### config.mk
export PLATFORM = sky130hd
export DESIGN_NAME = icmp_probe_reply_classifier_top
export DESIGN_NICKNAME = d
export VERILOG_FILES = /design/src/rtl/core/icmp_prc_pkg.sv /design/src/rtl/core/icmp_probe_reply_classifier_top.sv /design/src/rtl/core/icmp_prc_parse.sv
export VERILOG_INCLUDE_DIRS = /design/src /design/src/rtl/core
export SDC_FILE = /design/constraint.sdc
export NUM_CORES = 1
export LEC_CHECK = 0
export ABC_AREA = 1
export BUFFER_PORTS_ARGS = -buffer_cell sky130_fd_sc_hd__buf_2
export CAP_MARGIN = 25
export CORE_ASPECT_RATIO = 2
export CORE_MARGIN = 3
export CORE_UTILIZATION = 35
export CTS_CLUSTER_DIAMETER = 50
export DETAILED_ROUTE_END_ITERATION = 8
export SETUP_SLACK_MARGIN = 0.2
export SLEW_MARGIN = 20
export SYNTH_ARGS = -nofsm -noshare
export SYNTH_HDL_FRONTEND = slang
export SYNTH_SLANG_ARGS = --single-unit
### constraint.sdc
create_clock -name clk -period 9.15 [get_ports clk]
set_clock_uncertainty 0.15 [all_clocks]
set_input_delay 0.4575 -clock clk [delete_from_list [all_inputs] [get_ports clk]]
set_output_delay 0.4575 -clock clk [all_outputs]
set_load 0.05 [all_outputs]
### src/rtl/core/icmp_probe_reply_classifier_top_assert.svh
// ----------------------------------------------------------------------------
// ICMP probe reply classifier assertion macros
// Short forms for same-cycle and next-cycle checks, clocked on clk and
// disabled while arst_n is low.
// ----------------------------------------------------------------------------
`ifndef ICMP_PROBE_REPLY_CLASSIFIER_TOP_ASSERT_SVH
`define ICMP_PROBE_REPLY_CLASSIFIER_TOP_ASSERT_SVH

// Consequent must hold in the same cycle as the antecedent.
`define ICMP_PRC_ASSERT_NOW(lbl, ante, cons, msg) \
	lbl: assert property (@(posedge clk) disable iff (!arst_n) (ante) |-> (cons)) \
		else $error(msg);

// Consequent must hold in the cycle after the antecedent.
`define ICMP_PRC_ASSERT_NEXT(lbl, ante, cons, msg) \
	lbl: assert property (@(posedge clk) disable iff (!arst_n) (ante) |=> (cons)) \
		else $error(msg);

`endif

### src/rtl/core/icmp_prc_pkg.sv
// ----------------------------------------------------------------------------
// ICMP probe reply classifier package
// Shared widths, codes and types of the classifier.
// ----------------------------------------------------------------------------
package icmp_prc_pkg;

	localparam int MAX_PACKET_BYTES = 1024;
	// Byte counter holds the saturated packet length itself
	localparam int CNT_W = $clog2(MAX_PACKET_BYTES + 1);

	localparam int CFG_IDX_W = 1;

	typedef enum logic [CFG_IDX_W-1:0] {
		REG_IP_VERSION  = 1'b0,
		REG_PROBE_IDENT = 1'b1
	} cfg_reg_t;

	typedef enum logic [1:0] {
		KIND_NONE = 2'd0,
		KIND_HOP  = 2'd1,
		KIND_DEST = 2'd2
	} reply_kind_t;

	localparam logic [7:0] V4_ECHO_REPLY = 8'd0;
	localparam logic [7:0] V4_TIME_EXCEEDED = 8'd11;
	localparam logic [7:0] V6_ECHO_REPLY = 8'd129;
	localparam logic [7:0] V6_TIME_EXCEEDED = 8'd3;

	// Fixed ICMPv6 offsets
	localparam logic [7:0] V6_IDENT_OFF = 8'd4;
	localparam logic [7:0] V6_SEQ_OFF = 8'd6;
	localparam logic [7:0] V6_INNER_IDENT_OFF = 8'd52;
	localparam logic [7:0] V6_INNER_SEQ_OFF = 8'd54;
	localparam logic [7:0] V6_MIN_LEN = 8'd8;
	localparam logic [7:0] V6_TE_MIN_LEN = 8'd56;

	typedef struct packed {
		logic [7:0]  pkt_byte;
		logic        last;
		logic [15:0] seq;
	} item_t;

	typedef struct packed {
		logic        ip_version;
		logic [15:0] probe_ident;
	} cfg_t;

endpackage

### src/rtl/core/icmp_probe_reply_classifier_top.sv
// ----------------------------------------------------------------------------
// ICMP probe reply classifier
// Matches received packets against the outstanding traceroute probe.
// ----------------------------------------------------------------------------
// Takes one packet byte per cycle with no gaps needed between bytes or
// packets. Each byte is registered, then position tracking, field capture and
// classification compute the reply kind combinationally into the result
// register. The only stall is a final byte waiting while the previous result
// has not been taken. Registers (ip_version, probe_ident) must be written by
// the user only while no packet is in flight; the block does not enforce it.
`include "icmp_probe_reply_classifier_top_assert.svh"

module icmp_probe_reply_classifier_top (
	input  logic                               clk,
	input  logic                               arst_n,
	input  logic                               cfg_valid,
	output logic                               cfg_ready,
	input  logic [icmp_prc_pkg::CFG_IDX_W-1:0] cfg_index,
	input  logic [15:0]                        cfg_data,
	input  logic                               in_valid,
	output logic                               in_ready,
	input  logic [7:0]                         packet_byte,
	input  logic                               last_byte,
	input  logic [15:0]                        expected_seq,
	output logic                               out_valid,
	input  logic                               out_ready,
	output logic [1:0]                         reply_kind
);
	import icmp_prc_pkg::*;

	cfg_t        cfg_q;
	item_t       item_s1;
	logic        valid_s1;
	logic        advance;
	reply_kind_t kind;
	reply_kind_t reply_kind_q;
	logic        out_valid_q;

	assign cfg_ready = 1'b1;

	always_ff @(posedge clk or negedge arst_n) begin
		if (!arst_n) begin
			cfg_q <= '0;
		end else if (cfg_valid) begin
			case (cfg_reg_t'(cfg_index))
				REG_IP_VERSION:  cfg_q.ip_version <= cfg_data[0];
				REG_PROBE_IDENT: cfg_q.probe_ident <= cfg_data;
				default:         cfg_q <= cfg_q;
			endcase
		end
	end

	// A non-final byte always moves on; a final one needs a free result slot
	assign advance = valid_s1 && (!item_s1.last || !out_valid_q || out_ready);
	assign in_ready = !valid_s1 || advance;

	always_ff @(posedge clk or negedge arst_n) begin
		if (!arst_n) begin
			valid_s1 <= 1'b0;
		end else if (in_ready) begin
			valid_s1 <= in_valid;
		end
	end

	always_ff @(posedge clk) begin
		if (in_valid && in_ready) begin
			item_s1.pkt_byte <= packet_byte;
			item_s1.last <= last_byte;
			item_s1.seq <= expected_seq;
		end
	end

	icmp_prc_parse u_parse (
		.clk    (clk),
		.arst_n (arst_n),
		.step   (advance),
		.item   (item_s1),
		.cfg    (cfg_q),
		.kind   (kind)
	);

	always_ff @(posedge clk or negedge arst_n) begin
		if (!arst_n) begin
			out_valid_q <= 1'b0;
		end else if (advance && item_s1.last) begin
			out_valid_q <= 1'b1;
		end else if (out_ready) begin
			out_valid_q <= 1'b0;
		end
	end

	always_ff @(posedge clk) begin
		if (advance && item_s1.last) reply_kind_q <= kind;
	end

	assign out_valid = out_valid_q;
	assign reply_kind = reply_kind_q;

	`ICMP_PRC_ASSERT_NEXT(a_last_gives_result, advance && item_s1.last, out_valid, "final byte gave no result")
	`ICMP_PRC_ASSERT_NOW(a_stall_only_on_full, !in_ready, valid_s1 && item_s1.last && out_valid && !out_ready, "input stalled without a full result slot")
	`ICMP_PRC_ASSERT_NEXT(a_result_drains, out_valid && out_ready && !(advance && item_s1.last), !out_valid, "taken result not dropped")

endmodule

### src/rtl/core/icmp_prc_parse.sv
// ----------------------------------------------------------------------------
// ICMP probe reply classifier field capture
// Tracks the byte position, captures header fields at fixed ICMPv6 offsets
// or IPv4 offsets from earlier bytes, and classifies the packet on its final byte.
// ----------------------------------------------------------------------------
module icmp_prc_parse (
	input  logic                      clk,
	input  logic                      arst_n,
	input  logic                      step,
	input  icmp_prc_pkg::item_t       item,
	input  icmp_prc_pkg::cfg_t        cfg,
	output icmp_prc_pkg::reply_kind_t kind
);
	import icmp_prc_pkg::*;

	logic [CNT_W-1:0] cnt_q;
	logic [5:0]       ohl_q, ohl_n;
	logic [7:0]       type_q, type_n;
	logic [15:0]      ident_q, ident_n;
	logic [15:0]      seq_q, seq_n;
	logic [5:0]       ihl_q, ihl_n;
	logic [15:0]      iident_q, iident_n;
	logic [15:0]      iseq_q, iseq_n;

	logic             store;
	logic [CNT_W-1:0] len;
	logic [7:0]       b;
	logic [7:0]       ebase, inner, ibase;

	always_comb begin
		b = item.pkt_byte;
		store = cnt_q < CNT_W'(MAX_PACKET_BYTES);
		ohl_n = ohl_q;
		type_n = type_q;
		ident_n = ident_q;
		seq_n = seq_q;
		ihl_n = ihl_q;
		iident_n = iident_q;
		iseq_n = iseq_q;
		ebase = 8'd0;
		inner = 8'd0;
		ibase = 8'd0;
		if (store) begin
			if (!cfg.ip_version) begin
				if (cnt_q == '0) ohl_n = {b[3:0], 2'b00};
				if (cnt_q == CNT_W'({2'b00, ohl_n})) type_n = b;
				ebase = {2'b00, ohl_n} + 8'd4;
				if (cnt_q == CNT_W'(ebase)) ident_n[15:8] = b;
				if (cnt_q == CNT_W'(ebase + 8'd1)) ident_n[7:0] = b;
				if (cnt_q == CNT_W'(ebase + 8'd2)) seq_n[15:8] = b;
				if (cnt_q == CNT_W'(ebase + 8'd3)) seq_n[7:0] = b;
				inner = {2'b00, ohl_n} + 8'd8;
				if (cnt_q == CNT_W'(inner)) ihl_n = {b[3:0], 2'b00};
				ibase = inner + {2'b00, ihl_n} + 8'd4;
				if (cnt_q == CNT_W'(ibase)) iident_n[15:8] = b;
				if (cnt_q == CNT_W'(ibase + 8'd1)) iident_n[7:0] = b;
				if (cnt_q == CNT_W'(ibase + 8'd2)) iseq_n[15:8] = b;
				if (cnt_q == CNT_W'(ibase + 8'd3)) iseq_n[7:0] = b;
			end else begin
				if (cnt_q == '0) type_n = b;
				if (cnt_q == CNT_W'(V6_IDENT_OFF)) ident_n[15:8] = b;
				if (cnt_q == CNT_W'(V6_IDENT_OFF + 8'd1)) ident_n[7:0] = b;
				if (cnt_q == CNT_W'(V6_SEQ_OFF)) seq_n[15:8] = b;
				if (cnt_q == CNT_W'(V6_SEQ_OFF + 8'd1)) seq_n[7:0] = b;
				if (cnt_q == CNT_W'(V6_INNER_IDENT_OFF)) iident_n[15:8] = b;
				if (cnt_q == CNT_W'(V6_INNER_IDENT_OFF + 8'd1)) iident_n[7:0] = b;
				if (cnt_q == CNT_W'(V6_INNER_SEQ_OFF)) iseq_n[15:8] = b;
				if (cnt_q == CNT_W'(V6_INNER_SEQ_OFF + 8'd1)) iseq_n[7:0] = b;
			end
		end
		len = store ? cnt_q + CNT_W'(1) : cnt_q;
	end

	// Classify with the fields as they stand after this byte
	always_comb begin
		kind = KIND_NONE;
		if (!cfg.ip_version) begin
			if (len >= CNT_W'({2'b00, ohl_n} + 8'd8)) begin
				if (type_n == V4_ECHO_REPLY) begin
					if (ident_n == cfg.probe_ident && seq_n == item.seq) kind = KIND_DEST;
				end else if (type_n == V4_TIME_EXCEEDED) begin
					if (len >= CNT_W'({2'b00, ohl_n} + 8'd16 + {2'b00, ihl_n}) &&
					    iident_n == cfg.probe_ident && iseq_n == item.seq)
						kind = KIND_HOP;
				end
			end
		end else begin
			if (len >= CNT_W'(V6_MIN_LEN)) begin
				if (type_n == V6_ECHO_REPLY) begin
					if (ident_n == cfg.probe_ident && seq_n == item.seq) kind = KIND_DEST;
				end else if (type_n == V6_TIME_EXCEEDED) begin
					if (len >= CNT_W'(V6_TE_MIN_LEN) &&
					    iident_n == cfg.probe_ident && iseq_n == item.seq)
						kind = KIND_HOP;
				end
			end
		end
	end

	always_ff @(posedge clk or negedge arst_n) begin
		if (!arst_n) begin
			cnt_q <= '0;
			ohl_q <= '0;
			type_q <= '0;
			ident_q <= '0;
			seq_q <= '0;
			ihl_q <= '0;
			iident_q <= '0;
			iseq_q <= '0;
		end else if (step) begin
			if (item.last) begin
				// drop all packet state for the next packet
				cnt_q <= '0;
				ohl_q <= '0;
				type_q <= '0;
				ident_q <= '0;
				seq_q <= '0;
				ihl_q <= '0;
				iident_q <= '0;
				iseq_q <= '0;
			end else begin
				cnt_q <= len;
				ohl_q <= ohl_n;
				type_q <= type_n;
				ident_q <= ident_n;
				seq_q <= seq_n;
				ihl_q <= ihl_n;
				iident_q <= iident_n;
				iseq_q <= iseq_n;
			end
		end
	end

endmodule
==> impl_metrics.yaml <==
synth:
  ys_warn_count: 0
  synthCells: 1806
  synth-xor-area-share: 0.02099
  synth_cell_type_count: 50
  synth_top_family_by_area: "simple AND/OR/NAND/NOR gates"
  synth_compound_area_frac: 0.1378
  yosys.area_share.simple: 0.3978
  post_synth_fa_ha_maj_area_fraction: 0.05425
  area_leader_netlist: "dfrtp_1"
  synth.area.mux_share: 0.0009353
  synth_area_leaders: "dfrtp_1 (24%), nand2_1 (17%), nand3_1 (9.0%)"
  ys_seq_area_frac: 0.3043
  syn_nets: 1904
  yosys_most_used_dff: "dfrtp_1"
  netlist_area_um2: 12040
  post_synth.cell_area_avg_um2: 6.667
  async_reset_ff_frac: 0.8085
  synth_top_cell_area_share: 0.2369
  number_of_enable_flip_flop_cells_after_synthesis: 27
  synth.ff_latch_count: 141
final_layout:
  areaGrowthSynthToFinish_pct: 10.24
  nets: 1925
  commonest_non_fill_non_tap_cells_in_the_layout: "nand2_1 (528), nand3_1 (217), inv_1 (174)"
  layout_commonest_cell: "nand2_1"
  drive_above_1_share: 0.1011
placed_design:
  place.port_buffers: 50
  detailed_place_hpwl_mm: 36.54
  gpl.final_weighted_congestion: 1.015
grt:
  globalRoute.totalOverflow: 0
  grtUsageTotal: 0.2649
  antenna_found_initial: 1
  vias_in_the_first_global_route: 12720
  grt_pass1_wl_mm: 72.71
  largest_net_degree_at_the_start_of_global_routing: 77
drt:
  vias_per_cell: 5.624
  initialDrtViolationCount: 887
  drt-pass1-iter-count: 6
  finalWirelength_mm: 47.87
  post_drt_wl_per_cell_um: 21.02
  post-route-drc-count: 0
  drt.antenna.violating_nets: 0
  routed_via_count: 12810
timing:
  final.period_utilization: 0.7988
  final.setup.tns_ns: 0
  final_hold_viol_count: 0
  finalMaxSlewViolations: 0
  worst_pin_slew_ns: 1.056
  final.min_clock_period_ns: 7.309
  slew-limit-headroom: 0.2935
  rsz0062_at_grt: "no"
  max_freq_ghz: 0.1368
  finalSetupViolations: 0
job:
  timing.max_cap.violations: 0
clock_network:
  post_cts.resized_instances: 0
  buffers_from_clock_root_to_sink_at_most: 2
  worst_path_clk_slew_ns: 0.06
  cts_made_buffers: 17
  htree_levels: 4
  worst_skew_pair.late_latency_ns: 0.46
  clockRootBuffer: "clkbuf_16"
  tritoncts: "built"
  clock-sinks: 141
worst_hold_path:
  number_of_cells_traversed_by_the_worst_hold_path: 1
  hold_start: "expected_seq[5]"
  min_delay_worst_endpoint: "item_s1[5]"
  min-delay-path-class: "input port to flop"
critical_path:
  crit_family: "simple AND/OR/NAND/NOR gates"
  worstReg2RegEnd: "reply_kind[0]"
  ff2ff_setup_slack_ns: 1.84
  timing.critical_path.fanout_max: 21
  cp_arrival_ns: 7.47
  critical_path.n_buffers_inverters: 4
  timing.critical_path.required_ns: 9.31
  crit_top_cell: "nand2_1"
  worst_setup_path_category: "flop to flop"
  reg2regPathDepth: 34
  endpoint_kind: "flop"
  reg2reg_from: "u_parse.cnt_q[1]"
  path_depth: 34
  critical_path.slowest_cell: "fa_1"
  critPathLaunchType: "flop"
  critical_path.max_stage_delay_ns: 0.59
  timing.critical_path.from: "u_parse.cnt_q[1]"
floorplan:
  initial_utilization: 0.3567
  die_area_um2: 36800
  dieWidth_um: 137.2
  core_area_um2: 33760
  die_y_um: 268.3
  std_cell_rows: 95
  floorplan.io_pins: 52
outcome:
  result_of_the_run: "finished, final reports clean"
power:
  seqPwrFrac: 0.256
  psw_mw: 1.511
  leakagePower_nw: 6.223
  clkPwrFrac: 0.224
  irDropWorstVdd_uv: 145.5
  p_comb_frac: 0.520
  power.density_cell_area_nw_per_um2: 236.0
  fin_total_pwr_mw: 3.132
  int_pwr_mw: 1.622
  swShare: 0.4823
==> state kept, by name (all words and copies together), names as in the netlist, 8 cells and up <==
register and cells:
u_parse.type_q 8, u_parse.iident_q 16, u_parse.ident_q 16, item_s1 25, u_parse.iseq_q 16, u_parse.seq_q 16, cfg_q 17, u_parse.cnt_q 11
==> cell usage after synthesis (13+ instances only) <==
| cell type | number |
|---|---|
| nor2_2 | 13 |
| edfxtp_1 | 27 |
| xor2_1 | 20 |
| nand2_2 | 20 |
| nand2_1 | 530 |
| o22ai_1 | 28 |
| o21ai_0 | 156 |
| inv_1 | 175 |
| clkbuf_1 | 45 |
| ha_1 | 49 |
| nor2_1 | 110 |
| dfrtp_1 | 114 |
| nand3_1 | 217 |
| nand4_1 | 68 |
| a21oi_1 | 88 |
| o211ai_1 | 17 |
==> worst max-delay path by stage <==
stage / endpoint / slack [ns]
2_1_floorplan: reply_kind[0] / 3.41
3_3_place_gp: reply_kind[0] / 2.14
3_5_place_dp: reply_kind[0] / 2.06
4_1_cts: reply_kind[0] / 2.00
5_1_grt: reply_kind[0] / 1.31
6_report: reply_kind[0] / 1.84
==> layer usage <==
| metal | global-route usage | vias to the layer above | wire [um] |
|---|---|---|---|
| met5 | 0 | - | 0 |
| met4 | 0.2379 | 0 | 4919 |
| met3 | 0.03822 | 208 | 2139 |
| met2 | 0.4751 | 510 | 25060 |
| met1 | 0.2559 | 5994 | 15750 |
| li1 | - | 6093 | - |
==> what timing repair did <==
action                                 CTS  global route
hold buffers                             1             0
endpoints found under the hold margin   42             0
setup buffers                            0             0
==> stage by stage <==
step	cell area, um2	util	setup slack [ns]	hold slack (ns)	instances
6_report	13270	0.3932	1.841	0.01969	2277
5_1_grt	13270	0.3931	1.309	0.006627	2276
3_5_place_dp	12690	0.3759	2.056	0.3474	2243
2_1_floorplan	12040	-	3.414	0.01191	1806
4_1_cts	13270	0.3930	2.004	0.005416	2276
3_3_place_gp	12650	0.3748	2.140	0.3410	2241
==> worst reg2reg max path: cells and delay by family (launching register included) <==
family,cells,cell delay (ns)
and+or+nand+nor,19,2.78
adders and majority gates,5,1.81
AOI/OAI and AO/OA,5,1.13
buffers and inverters,4,0.61
DFF,1,0.51
xor gates and xnor gates,1,0.17
==> power by group through the flow <==
stage / sequential [mW] / combinational [mW] / clock, mW
final: 0.803 / 1.63 / 0.700
after global routing: 0.812 / 1.82 / 0.734
after CTS: 0.800 / 1.62 / 0.710
after detailed placement: 0.812 / 1.61 / 0
after global placement: 0.809 / 1.59 / 0
after floorplan: 0.785 / 1.21 / 0
==> kinds of logic after synthesis <==
| group | Yosys count |
|---|---|
| simple gates | 1022 |
| compound gates | 308 |
| buf+inv | 254 |
| flops | 141 |
| fa+ha+maj | 51 |
| xor+xnor | 28 |
| other cells | 1 |
| mux | 1 |
==> layout make-up <==
class	instances	area (um2)
clock inverters	11	118.9
multi-input cells	1411	7375
fillers	3657	20480
well taps	436	545.5
repair buffers	68	410.4
diodes	1	2.502
flip-flops and latches	141	3664
clock buffers	21	450.4
inverters	188	706.9
No activity file was read; power rests on OpenSTA's default activity.
